$ cat config.mk
export PLATFORM = sky130hd
export DESIGN_NAME = qnorm_div_cell
export DESIGN_NICKNAME = d
export VERILOG_FILES = /design/src/rtl/core/qnorm_pkg.sv /design/src/rtl/core/qnorm_div_cell.sv
export SDC_FILE = /design/constraint.sdc
export NUM_CORES = 1
export LEC_CHECK = 0
export ABC_AREA = 1
export BUFFER_PORTS_ARGS = -buffer_cell sky130_fd_sc_hd__buf_2
export CAP_MARGIN = 20
export CELL_PAD_IN_SITES_DETAIL_PLACEMENT = 1
export CELL_PAD_IN_SITES_GLOBAL_PLACEMENT = 1
export CORE_MARGIN = 2
export CORE_UTILIZATION = 41
export CTS_CLUSTER_SIZE = 10
export DETAILED_ROUTE_END_ITERATION = 8
export PLACE_DENSITY_LB_ADDON = 0.12
export SETUP_SLACK_MARGIN = 0.2
export SYNTH_ARGS = -nofsm -noshare
export SYNTH_HDL_FRONTEND = slang
export SYNTH_SLANG_ARGS = --single-unit
$ cat constraint.sdc
create_clock -name clk -period 5.2 [get_ports clk]
set_input_delay 0.52 -clock clk [delete_from_list [all_inputs] [get_ports clk]]
set_output_delay 0.52 -clock clk [all_outputs]
set_load 0.05 [all_outputs]
$ cat src/rtl/core/qnorm_pkg.sv
// ----------------------------------------------------------------------------
// qnorm_pkg
// shared default component width for the quaternion normalizer
// ----------------------------------------------------------------------------
package qnorm_pkg;
  localparam int unsigned COMP_BITS_DEF = 16;
endpackage

$ cat src/rtl/core/qnorm_div_cell.sv
// ----------------------------------------------------------------------------
// qnorm_div_cell
// one restoring divider step for all four lanes
// ----------------------------------------------------------------------------
module qnorm_div_cell #(
  parameter int unsigned CB  = qnorm_pkg::COMP_BITS_DEF,
  parameter int unsigned IDX = 0
) (
  input  logic              clk,
  input  logic              rst,
  input  logic              v_i,
  input  logic              en,
  input  logic [CB+1:0]     den_i,
  input  logic [4*(2*CB+2)-1:0] num_i,
  input  logic [4*(CB+2)-1:0]   q_i,
  input  logic [3:0]        neg_i,
  input  logic              zero_i,
  output logic              v_o,
  output logic [CB+1:0]     den_o,
  output logic [4*(2*CB+2)-1:0] num_o,
  output logic [4*(CB+2)-1:0]   q_o,
  output logic [3:0]        neg_o,
  output logic              zero_o
);
  import qnorm_pkg::*;
  localparam int unsigned NW = 2*CB+2;
  localparam int unsigned QW = CB+2;
  logic [4*NW-1:0] num_n;
  logic [4*QW-1:0] q_n;
  logic [NW+QW:0]  sh;
  always_comb begin
    num_n = num_i;
    q_n   = q_i;
    sh    = '0;
    for (int l = 0; l < 4; l++) begin
      sh = (NW+QW+1)'(den_i) << IDX;
      if ((NW+QW+1)'(num_i[l*NW +: NW]) >= sh) begin
        num_n[l*NW +: NW] = num_i[l*NW +: NW] - NW'(sh);
        q_n[l*QW + IDX]   = 1'b1;
      end
    end
  end
  always_ff @(posedge clk) begin
    if (rst) begin
      v_o <= 1'b0;
    end else if (en) begin
      v_o <= v_i;
    end
    if (en) begin
      den_o  <= den_i;
      num_o  <= num_n;
      q_o    <= q_n;
      neg_o  <= neg_i;
      zero_o <= zero_i;
    end
  end
endmodule

# ---- Yosys cells after proc, flatten, opt, wreduce, memory -nomap -nowiden
# Index checks and enable logic that the tools add are counted.
dict set report totals {
  register_bits 232
  latchBits 0
  ramBits 0
  rom_bits 0
  output_inout_bits 232
  elab_cells 22
  n_memories 0
}
dict set report classes {
  add_sub_neg 4
  n_mul 0
  div 0
  n_lt_le_gt_ge 4
  n_eq_ne 0
  shifts 0
  n_mux 4
  n_bitwise 0
  reduce_logical 0
}
# op n
set ops {}
lappend ops {{greater-or-equal comparator 34 x 18 -> 1 bit} 4}
lappend ops {{2-to-1 mux 34 bit} 4}
lappend ops {{subtractor 34 x 18 -> 34 bit} 4}

# ---- Depth between registers and ports, before layout
dict set report logic_depth {
  ltp_word 2
  depth_mapped 17
  mapped_depth_nobuf 16
}

# ---- Worst setup path after synthesis
# Ideal clock, no wire load.
dict set report synth_timing {
  path_type {input port to flip-flop}
  from {input port den_i[1]}
  to {register num_o[41] (data pin)}
  setup_ns 0.257
  arrival_time_ns 2.105
  required_ns 4.943
  path_slack_ns 2.838
  cell_stages 14
  path_buffers 2
  cell_sequence {inv_1 fa_1 nand3_1 nand2_2 nand2_2 nand2_2 nand2_2 nand2_2 nand2_2 nand2_2 nor2_4 buf_6 buf_8 o21ai_2}
}
dict set report synth_between {
  elab_chain_cells 2
  word_cells_on_any_way 3
  classes_between {add/sub (1); order compare (1); mux (1)}
}
# item line_no
set synth_lines {}
lappend synth_lines {{start, declared} qnorm_div_cell.sv:13} ;# input logic [CB+1:0] den_i,
lappend synth_lines {{subtractor 34 x 18 -> 34 bit or greater-or-equal comparator 34 x 18 -> 1 bit (tied branches)} {qnorm_div_cell.sv:38, qnorm_div_cell.sv:37}}
lappend synth_lines {{2-to-1 mux 34 bit *} qnorm_div_cell.sv:37} ;# if ((NW+QW+1)'(num_i[l*NW +: NW]) >= sh) begin
lappend synth_lines {{net num_n[41]} qnorm_div_cell.sv:28} ;# logic [4*NW-1:0] num_n;
lappend synth_lines {{end signal, assigned} qnorm_div_cell.sv:51} ;# num_o <= num_n;
lappend synth_lines {{end, declared} qnorm_div_cell.sv:20} ;# output logic [4*(2*CB+2)-1:0] num_o,
# Mark *: on every way through the listed nets, which the timed path passes. The rest lies on a longest branch.
# A chain may end at the register's enable or synchronous reset.

# ---- Worst setup path after layout
dict set report layout_timing {
  from {input port den_i[0]}
  to {register num_o[67] (data pin)}
}
# Same word-level chain as after synthesis.

==> results.toml <==
[grt]
antenna_found_initial = 3
grt_max_degree = 105
grtUsageTotal_pct = 30.6
first_global_vias = 15600
grt_pass1_wl_um = 90100
globalRouteOverflowTotal = 0

[yosys]
synthTopCellsByArea = "edfxtp_1 45%, nand2_1 15%, ha_1 5.9%"
synth_fa_ha_area_share_pct = 6.39
synth_cell_type_count = 47
syn-cell-area_mm2 = 0.0153
postSynth.asyncResetShare_pct = 0
seq_area_frac_synth_pct = 45.3
yosys.area.top_type_share_pct = 45.2
syn_inst = 1906
synth-simple-area-share_pct = 29.3
avgSynthCellArea_um2 = 8.05
synth-edff-count = 231
ys_ff_latch = 232
synth_nets = 2217
synth_xor_area_share_pct = 3.71
synth-main-ff-cell = "edfxtp_1"
synth-compound-area-share_pct = 8.01
synth_top_family_by_area = "simple AND/OR/NAND/NOR gates"
synthMuxAreaShare_pct = 0.0652
yosysTopAreaCell = "edfxtp_1"
synth.yosys.warnings = 0

[timing]
period_minus_slack_ns = 3.03
tns_ns = 0
slew_viol_final = 0
fin_ws_ns = 2.17
worst-slew-pin-transition_ns = 1.04
rsz0062_at_grt = "false"
timing.fmax_ghz = 0.330
fin_crit_sh_pct = 58.3
setup_viol = 0
hold_viol = 0
finClkSkew_ns = 0
relSlewSlack_pct = 30.7

[power]
power_frac_comb_pct = 31.5
p_clk_share_pct = 30.0
switching_share_pct = 37.4
seq_power_share_pct = 38.5
p_leak_nw = 8.76
p_int_mw = 3.87
p_sw_mw = 2.31
power_density_mw_per_mm2 = 326
ir_drop_uv = 209

[finish]
nNetsFinal = 2697
stdcell_area_mm2 = 0.0190
instances_no_fill = 2871
area_growth_pct = 23.6
drive_above_1_share_pct = 25.2

[routing]
vias_per_cell = 5.25
via_count = 15100
drtPass1Iterations = 5
post-route-drc-count = 0
postRouteWirelength_um = 61300
ant_nets = 0
drtIter0Drc = 775
wire_per_inst_um = 21.3

[clock_tree]
postCtsResizedCells = 0
cts-root-buf = "clkbuf_16"
cts_tree = "built"
clock_latency_ns = 0.55
cts_buffers = 28
postCtsHoldBufs = 0
post_cts_buffers = 0
cts.sinks = 232
clk_pin_slew_worst_paths_ns = 0.06
htreeDepth = 1
cts_max_path_buffers = 3

[flow_run]
maxCapViolCount = 0

[critical_path]
worstPathCellList = "buf_2 -> ha_1 -> inv_1 -> fa_1 -> nand3_1 -> nand2_2 -> nand2_2 -> nand2_2 -> nand2_2 -> nand2_2 -> nand2_2 -> nand2_2 -> nor2_4 -> buf_4 -> a21oi_2"
critPathSlowestCell = "nor2_4"
cp-start-kind = "input pin"
end_kind = "flop"
worstSetupPathType = "input pin to flop"
arrival_ns = 3.33
slowest_delay_ns = 0.79
cp_common_cell = "nand2_2"
crit_required_ns = 5.50
critPathMaxFanout = 40

[placed_design]
io_buffers = 466
dp_cells = 2824
place_ws_ns = 1.62
place_congestion = 0.895
place_area_mm2 = 0.0181
dp_hpwl_um = 50400

[die]
rows = 70
die_w_um = 197
die_y_um = 197
core_area_mm2 = 0.0367
initial_core_util_pct = 41.8
ios = 467
fp.dieArea_mm2 = 0.0390

[status]
status = "finished, final reports clean"

[hold_path]
hold_path_class = "input pin to flop"
==> stage by stage <==
step | total power [mW] | util, % | hold WS, ns
after global placement | 4.32 | 49.4 | 0.479
after detailed placement | 4.35 | 49.4 | 0.584
after CTS | 6.22 | 51.7 | 0.107
after floorplan | 3.71 | - | 0.592
after global routing | 6.40 | 51.7 | 0.121
final | 6.18 | 51.7 | 0.135
==> cells in the mapped netlist, types with 7 or more instances <==
cell,count
a21oi_1,76
a21oi_2,38
buf_2,7
buf_6,8
edfxtp_1,231
ha_1,72
inv_1,236
inv_2,9
nand2_1,615
nand2_2,18
nand3_1,105
nand3b_1,8
nand4_1,42
nor2_1,199
nor2_2,10
nor3_1,36
o21ai_0,51
o21ai_1,17
o21ai_2,8
or2_2,11
xnor2_1,44
xor2_1,21
==> cells by family after synthesis <==
logic type               count (synthesis)
multiplexers                             1
flip-flops                             232
buffers and inverters                  266
AND/OR/NAND/NOR                       1062
AO/OA/AOI/OAI                          204
adder cells (fa/ha/maj)                 76
XOR/XNOR                                65
==> registers in the layout, summed over array words and instances (netlist names) <==
register and cells:
num_o 136, den_o 18, neg_o 4, q_o 72, zero_o 1, v_o 1
==> power groups by stage <==
stage	combinational, mW	clock [mW]	sequential, mW
after global routing	2.07	1.94	2.39
after CTS	1.94	1.89	2.38
final	1.94	1.85	2.38
after detailed placement	1.94	0	2.41
after floorplan	0.608	0	3.10
after global placement	1.91	0	2.41
==> layout by cell type (no fill, tap or decap), types with 2 or more instances in the layout <==
cell type / n
nand2_1: 615
buf_2: 465
inv_1: 236
edfxtp_1: 231
nor2_1: 199
nand3_1: 105
a21oi_1: 76
ha_1: 72
o21ai_0: 51
xnor2_1: 44
nand4_1: 42
a21oi_2: 38
nor3_1: 36
clkbuf_16: 29
xor2_1: 21
nand2_2: 18
o21ai_1: 17
or2_2: 11
nor2_2: 10
clkbuf_1: 10
inv_2: 9
nand3b_1: 8
o21ai_2: 8
a21boi_0: 4
fa_1: 4
nor4_1: 3
a21o_1: 3
nand3_2: 3
nor2b_1: 3
clkinv_1: 3
diode_2: 2
and2_1: 2
nand3_4: 2
o21a_1: 2
o21bai_1: 2
clkbuf_8: 2
buf_4: 2
==> final timing paths <==
path	slack [ns]	cells after the start	end	from
max	2.17	15	num_o[67]	den_i[0]
max reg2reg	4.52	2	v_o	v_o
min	0.14	1	q_o[71]	q_i[71]
min reg2reg	0.61	2	v_o	v_o
==> worst max-delay path, delay by kind of cell <==
family          cells  cell delay, ns
compound gates      1            0.05
buf+inv             3            0.70
fa+ha+maj           2            0.61
simple gates        9            1.43
==> layout make-up <==
type                       count  area [um2]
antenna                        2        5.00
clock buffer                  41         791
timing repair buffer         469        2380
fill                        4631       17700
clock inverter                 4        42.5
sequential                   232        6960
tap                          468         586
multi-input combinational   1408        7280
inverter                     247         930
==> layer usage <==
layer	vias to the layer above	track usage, %	part of all wire, %
li1	7248	-	-
met1	7268	38.5	41
met2	466	52.9	49
met3	92	4.46	6.2
met4	0	12.5	3.8
met5	-	0	0
(Power assumes the default switching activity.)
