### src/rtl/core/qnorm_pkg.sv
// ----------------------------------------------------------------------------
// qnorm_pkg
// shared default component width for the quaternion normalizer
// ----------------------------------------------------------------------------
package qnorm_pkg;
  localparam int unsigned COMP_BITS_DEF = 16;
endpackage

### src/rtl/core/qnorm_sqrt_cell.sv
// ----------------------------------------------------------------------------
// qnorm_sqrt_cell
// one stage of the pipelined square root: settles one result bit
// ----------------------------------------------------------------------------
module qnorm_sqrt_cell #(
  parameter int unsigned CB  = qnorm_pkg::COMP_BITS_DEF,
  parameter int unsigned IDX = 0
) (
  input  logic              clk,
  input  logic              rst,
  input  logic              v_i,
  input  logic              en,
  input  logic [2*CB+1:0]   rem_i,
  input  logic [CB:0]       root_i,
  input  logic [4*CB-1:0]   pay_i,
  input  logic              zero_i,
  output logic              v_o,
  output logic [2*CB+1:0]   rem_o,
  output logic [CB:0]       root_o,
  output logic [4*CB-1:0]   pay_o,
  output logic              zero_o
);
  import qnorm_pkg::*;
  localparam int unsigned RW = 2*CB+2;
  logic [RW-1:0] trial;
  logic [RW-1:0] root_w;
  logic [CB:0]   bitv;
  always_comb begin
    bitv   = (CB+1)'(1) << IDX;
    root_w = RW'(root_i | bitv);
    trial  = (root_w * root_w);
  end
  always_ff @(posedge clk) begin
    if (rst) begin
      v_o <= 1'b0;
    end else if (en) begin
      v_o <= v_i;
    end
    if (en) begin
      root_o <= (trial <= rem_i) ? (root_i | bitv) : root_i;
      rem_o  <= rem_i;
      pay_o  <= pay_i;
      zero_o <= zero_i;
    end
  end
endmodule

### config.mk
export PLATFORM = sky130hd
export DESIGN_NAME = qnorm_sqrt_cell
export DESIGN_NICKNAME = d
export VERILOG_FILES = /design/src/rtl/core/qnorm_pkg.sv /design/src/rtl/core/qnorm_sqrt_cell.sv
export SDC_FILE = /design/constraint.sdc
export NUM_CORES = 1
export LEC_CHECK = 0
export ABC_CLOCK_PERIOD_IN_PS = 10200
export BUFFER_PORTS_ARGS = -buffer_cell sky130_fd_sc_hd__buf_2
export CAP_MARGIN = 20
export CORE_MARGIN = 8
export CORE_UTILIZATION = 45
export CTS_BUF_LIST = sky130_fd_sc_hd__clkbuf_16
export CTS_CLUSTER_DIAMETER = 80
export DETAILED_ROUTE_END_ITERATION = 7
export PLACE_DENSITY_LB_ADDON = 0.15
export SYNTH_ARGS = -nofsm -noshare
export SYNTH_HDL_FRONTEND = slang
export SYNTH_SLANG_ARGS = --single-unit
export TNS_END_PERCENT = 1
### constraint.sdc
create_clock -name clk -period 10.2 [get_ports clk]
set_clock_uncertainty 0.2 [all_clocks]
set_input_delay 0.51 -clock clk [delete_from_list [all_inputs] [get_ports clk]]
set_output_delay 0.51 -clock clk [all_outputs]
set_load 0.005 [all_outputs]
# Word-level counts from Yosys, hierarchy flattened

Index checks and enable logic that the tools add are counted.

Flip-flop bits (word level): 117
Input port bits: 120
Output and inout port bits: 117

Multiply operators: 1
$lt $le $gt $ge: 1

Operator list:

| cell                            | count |
|---|---|
| less-or-equal comparator 34 bit | 1 |
| multiplier 17 x 17 -> 34 bit    | 1 |

# Depth between registers and ports, before layout

Gate-level depths: netlist (run 1).

Depth after elaboration: 2
Gate-level depth with buffers: 31
Depth with buffers taken out: 30

# Worst setup path after synthesis (run 1)

No wires, ideal clock.

Kind: input to register
Start: input root_i[10]
End: register root_o[0] (data pin)
Setup time: 0.259 ns
Arrival: 7.274 ns
Data required time: 9.741 ns
Slack: 2.467 ns
Stages: 29
Path buffers: 1
Cell sequence: clkbuf_1 > clkinv_1 > nor2_1 > fa_1 > inv_1 > fa_1 > inv_1 > fa_1 > fa_1 > fa_1 > inv_1 > fa_1 > inv_1 > ha_1 > a21oi_1 > nand2_1 > o21a_1 > a311oi_4 > o21ai_1 > a21oi_1 > xnor2_1 > ha_1 > nand4_1 > or3_1 > nor3_1 > nand2_1 > a311oi_1 > a2111oi_0 > a211o_1

Cells in the longest elaborated chain, start to end: 2

Ends and longest elaborated chain:

| element                         | RTL line              | source |
|---|---|---|
| start, declared                 | qnorm_sqrt_cell.sv:14 | `input logic [CB:0] root_i,` |
| multiplier 17 x 17 -> 34 bit    | qnorm_sqrt_cell.sv:31 | `trial = (root_w * root_w);` |
| less-or-equal comparator 34 bit | qnorm_sqrt_cell.sv:40 | `root_o <= (trial <= rem_i) ? (root_i \| bitv) : root_i;` |
| end signal, assigned            | qnorm_sqrt_cell.sv:40 |  |
| end, declared                   | qnorm_sqrt_cell.sv:19 | `output logic [CB:0] root_o,` |

Every way passes these cells.
A chain may end at the register's enable or synchronous reset.

# Worst setup path after layout (run 1)

Start: input root_i[4]
End: register root_o[0] (data pin)

The elaborated chain is that of the path after synthesis.

==> results of run 1 <==
[critical path: cells and delay by family]
family | cells | cell delay [ps]
AO/OA/AOI/OAI | 6 | 1540
buffers and inverters | 8 | 970
AND/OR/NAND/NOR | 7 | 1510
XOR/XNOR | 1 | 90
adder cells (fa/ha/maj) | 8 | 3540
[per-stage QoR]
stage                     cell area [µm²]  util (%)  instances  setup slack, ps  hold slack, ps
after floorplan                     12450         -       1160             2467           285.0
after global placement              13980     50.88       1718             1701           276.8
after detailed placement            13980     50.88       1718             1473           311.6
after CTS                           14550     52.96       1750             1914           15.53
after global routing                14550     52.97       1751             1415           29.26
final                               14550     52.97       1751             1957           45.56
[cell type report]
cell class / instances / area share (%)
diodes: 1 / 0.01719
clock buffers: 17 / 2.923
clock inverters: 15 / 1.006
inverters: 310 / 7.995
multi-input cells: 708 / 52.83
flip-flops and latches: 117 / 24.07
well taps: 346 / 2.975
repair buffers: 237 / 8.184
[sequential cells by signal, summed over array words and instances, names as in the netlist]
| signal | flops |
|---|---|
| pay_o | 64 |
| rem_o | 34 |
| root_o | 17 |
| v_o | 1 |
| zero_o | 1 |
[per-layer routing]
metal	GRT usage, %	vias up	share of wire (%)
li1	-	4108	-
met1	21.55	4401	38
met2	35.28	221	55
met3	3.361	34	4.8
met4	6.133	0	2.0
met5	0	-	0
[cells in the final DEF (no fill, tap or decap), types with 5 or more instances in the layout]
cell type  netlist  final
o21a_1           6      6
and2_1          27     27
fa_1           190    190
xnor2_1         27     27
a211oi_1         5      5
nor2b_1          6      6
ha_1           139    139
inv_6            0      6
nor2_1          57     57
clkbuf_16        0     17
nand2_1         87     87
edfxtp_1       116    116
a21oi_1         38     38
nand3_1          9      9
nand4_1         16     16
inv_1          308    309
buf_2            0    235
xor2_1          14     14
a21o_1          12     12
o21ai_0         25     25
[kinds of logic after synthesis]
| family | count (synthesis) |
|---|---|
| AND/OR/NAND/NOR | 220 |
| adder cells (fa/ha/maj) | 329 |
| multiplexers | 2 |
| XOR/XNOR | 41 |
| AO/OA/AOI/OAI | 116 |
| buffers and inverters | 335 |
| flip-flops | 117 |
[worst min path at each step]
stage / end
floorplan: v_o
global placement: v_o
detailed placement: v_o
CTS: v_o
global route: v_o
finish: v_o
==> impl_metrics.tcl, run 1 <==
set metrics [dict create \
    cts_root_buf "clkbuf_16" \
    outcome "finished, final reports clean" \
    drc 0 \
    syn_area_um2 12450 \
    slew_headroom_pct 38.95 \
    regArea_um2 3503 \
    grt_max_degree 71 \
    hold_path_depth 2 \
    cp-start-kind "input port" \
    cts-root-to-sink-buffers 2 \
    synthCells 1160 \
    syn2layout_area_growth_pct 16.90 \
    post-route-min-period_ps 8243 \
    hpwl_mm 25.60 \
    tritoncts "built" \
    grt_pass1_wl_mm 48.74 \
    multi_input_area_um2 7689 \
    worst_r2r_endpoint "v_o" \
    cts_setup_buffers 0 \
    tightest_slew_ps 915.8 \
    antenna_found_initial 1 \
    clock_latency_ps 420 \
    synth-xor-area-share_pct 2.884 \
    min_from "rst" \
    dieArea_um2 33240 \
    core_area_um2 27480 \
    synthMuxAreaShare_pct 0.1709 \
    synth.net_count 1609 \
    fin_tns_setup_ps 0 \
    worst_hold_path_type "in2reg" \
    yosys.cell_count.top_type "inv_1" \
    synth_compound_area_share_pct 6.040 \
    synth_area_leaders "fa_1 31%, edfxtp_1 28%, ha_1 14%" \
    fill_cells 2524 \
    crit_arrival_ps 8210 \
    portBuffers 236 \
    syn_area_per_cell_um2 10.73 \
    finalSetupViolCount 0 \
    grt_pass1_vias 9377 \
    hold_viol 0 \
    layout.nets 1840 \
    drv_cap 0 \
    slew_viol_final 0 \
    io-pin-count 237 \
    synth_edf_count 116 \
    die_height_um 182.3 \
    initial_core_util_pct 45.31 \
    worstSetupStartpoint "root_i[4]" \
    crit_top_cell "inv_1" \
    critPathSlowestCell "fa_1" \
    yosysWarningCount 0 \
    worstSetupPathType "in2reg" \
    critPathCaptureType "flip-flop" \
    reg2regPathDepth 2 \
    yosysUniqueCellTypes 50 \
    synthSimpleGateAreaFrac_pct 8.141 \
    netlist_top_cells_count "308 x inv_1, 190 x fa_1, 139 x ha_1" \
    synth-seq-cells 117 \
    max_stage_delay_ps 550 \
    clkTransAtPathRegs_ps 60 \
    synth_seq_area_share_pct 28.14 \
    synthAdderAreaFrac_pct 44.52 \
    via_per_inst 5.005 \
    reg2reg_slack_ps 9410 \
    ctsHoldBuffers 0 \
    track_usage_pct 18.92 \
    place_congestion 0.8773 \
    synth_top_area_cell "fa_1" \
    crit_path_max_fanout 17 \
    synth_top_family_by_area "adder cells" \
    synth_top_flop_cell "edfxtp_1" \
    htreeDepth 4 \
    crit_path_end "root_o[0]" \
    drt_wl_total_mm 30.46 \
    num_vias 8764 \
    drt_iter0_markers 332 \
    regToRegStartpoint "v_o" \
    timing.final.crit_share_pct 80.82 \
    drive_above_1_share_pct 19.59 \
    worstPathRequired_ps 10170 \
    rows 61 \
    synth_top_area_share_pct 30.55 \
    fmax_ghz 0.1213 \
    cts.sinks 117 \
    die_w_um 182.3 \
    ant_nets 0 \
    gr-total-overflow 0 \
    wl_per_cell_um 17.40 \
    synthArstFlopShare_pct 0 \
    cts_made_buffers 17 \
    drtPass1Iterations 6 \
    cts.repair.resized 0 \
    grt_setup_unrepaired "false" \
]
Power of run 1 is not shown: default switching activity piles up to over one toggle a cycle in this logic, so the estimate is an artifact.
==> inputs of run 2 (changes only) <==
Settings changed: ABC_CLOCK_PERIOD_IN_PS 10200 to 7680.
Clock period 10.2 ns to 7.68 ns, I/O delays scaled along.
==> run 2 against run 1 <==
Compared with the run above: sequential share of layout area fell by 2.5 points; global-route usage grew 1.5 points; clock-buffer cell count stayed put; critical path depth unchanged; non-clock buffer count is 179 higher; worst setup slack lost 1600 ps; worst hold slack got worse by 19 ps; wire length is 6.5% higher; design area rose by 11%.
==> impl_metrics.tcl, run 2 (synthesis results as in run 1) <==
set metrics [dict create \
    finalSetupViolCount 0 \
    worstSetupPathType "in2reg" \
    dieArea_um2 33240 \
    grt_max_degree 71 \
    initial_core_util_pct 45.31 \
    tritoncts "built" \
    cts-root-to-sink-buffers 2 \
    worstPathRequired_ps 7650 \
    grt_pass1_vias 10170 \
    fill_cells 2329 \
    die_w_um 182.3 \
    crit_arrival_ps 7320 \
    hold_viol 0 \
    syn2layout_area_growth_pct 30.33 \
    tightest_slew_ps 903.3 \
    post-route-min-period_ps 7348 \
    drive_above_1_share_pct 22.99 \
    largest_reg_flops 64 \
    die_height_um 182.3 \
    worst_hold_path_type "in2reg" \
    slew_viol_final 0 \
    clock_latency_ps 430 \
    gr-total-overflow 0 \
    outcome "finished, final reports clean" \
    grt_pass1_wl_mm 53.29 \
    cts.sinks 117 \
    antenna_cells 0 \
    clkTransAtPathRegs_ps 50 \
    cts_root_buf "clkbuf_16" \
    cts_setup_buffers 0 \
    place_inst 1796 \
    portBuffers 236 \
    htreeDepth 4 \
    core_area_um2 27480 \
    wl_per_cell_um 16.81 \
    layout_common_cells "309 x inv_1, 232 x buf_2, 190 x fa_1, 139 x ha_1, 116 x edfxtp_1" \
    place_congestion 0.8816 \
    ant_nets 0 \
    max_stage_delay_ps 550 \
    crit_path_max_fanout 7 \
    cp-start-kind "input port" \
    drv_cap 0 \
    fmax_ghz 0.1361 \
    drc 0 \
    instances_no_fill 1929 \
    final_common_cell "inv_1" \
    timing.final.crit_share_pct 95.68 \
    num_vias 9376 \
    track_usage_pct 20.46 \
    io-pin-count 237 \
    slew_headroom_pct 39.78 \
    layout.nets 2019 \
    via_per_inst 4.861 \
    drt_iter0_markers 403 \
    critPathSlowestCell "fa_1" \
    largest-register "pay_o" \
    drtPass1Iterations 5 \
    finalWorstSetupSlack_ps 331.6 \
    largestRegisters "pay_o: 64 flops, rem_o: 34 flops, root_o: 17 flops" \
    critPathCaptureType "flip-flop" \
    rows 61 \
    cts_made_buffers 17 \
    drt_wl_total_mm 32.43 \
    hold_slack_ps 26.81 \
    dp_slack_ps -248.1 \
    hpwl_mm 26.80 \
    crit_top_cell "fa_1" \
    antenna_found_initial 0 \
]
==> run 2: cell count changes in the layout (fill, tap and decap cells not counted), moves of 2 or more <==
cell and change:
buf_4 +77, inv_8 -2, clkinv_1 -2, dlygate4sd3_1 +101, nor2_1 -3, clkbuf_4 +3
inv_6 -2, a21oi_1 -3, clkinv_4 +2, nor2_2 +2, buf_2 -3, a21oi_2 +3
==> run 2: cell type report <==
class | count | area, µm² | share of cell area (%)
Tap cell | 346 | 432.9 | 2.668
Clock buffer | 17 | 425.4 | 2.622
Timing Repair Buffer | 416 | 2808 | 17.30
Sequential cell | 117 | 3503 | 21.59
Clock inverter | 15 | 155.1 | 0.9562
Multi-Input combinational cell | 708 | 7730 | 47.64
Inverter | 310 | 1171 | 7.218
==> run 2: critical path: cells and delay by family <==
kind	cells	cell delay [ps]
fa+ha+maj	8	3610
buf+inv	7	590
compound gates	8	1620
simple gates	6	1010
xor+xnor	1	80
==> run 2: repair_timing <==
action                     in CTS  in global routing
setup endpoints to repair       0                  1
hold buffers                  101                  0
hold endpoints to repair      100                  0
resized for setup               0                 17
==> run 2: metal layers <==
layer	GRT usage, %	wire length (µm)	vias up
met5	0	0	-
met4	4.985	519	0
met3	3.937	1774	31
met1	25.47	13450	4627
li1	-	-	4479
met2	36.12	16690	239
==> run 2: final timing paths <==
path / start / to / slack (ps) / depth (start not counted)
worst min register to register: v_o / v_o / 920 / 3
worst max-delay path: root_i[4] / root_o[0] / 330 / 30
worst min-delay path: root_i[0] / root_o[0] / 30 / 2
worst max register to register: v_o / v_o / 6260 / 3
==> run 2: per-stage QoR <==
step	cell area (µm²)	util, %	setup TNS, ps
after floorplan	12450	-	0
after global placement	14580	53.06	-115.2
after detailed placement	14580	53.06	-248.1
after CTS	16170	58.85	0
after global routing	16230	59.05	-3.640
final	16230	59.05	0
Power of run 2 is left out for the same reason.
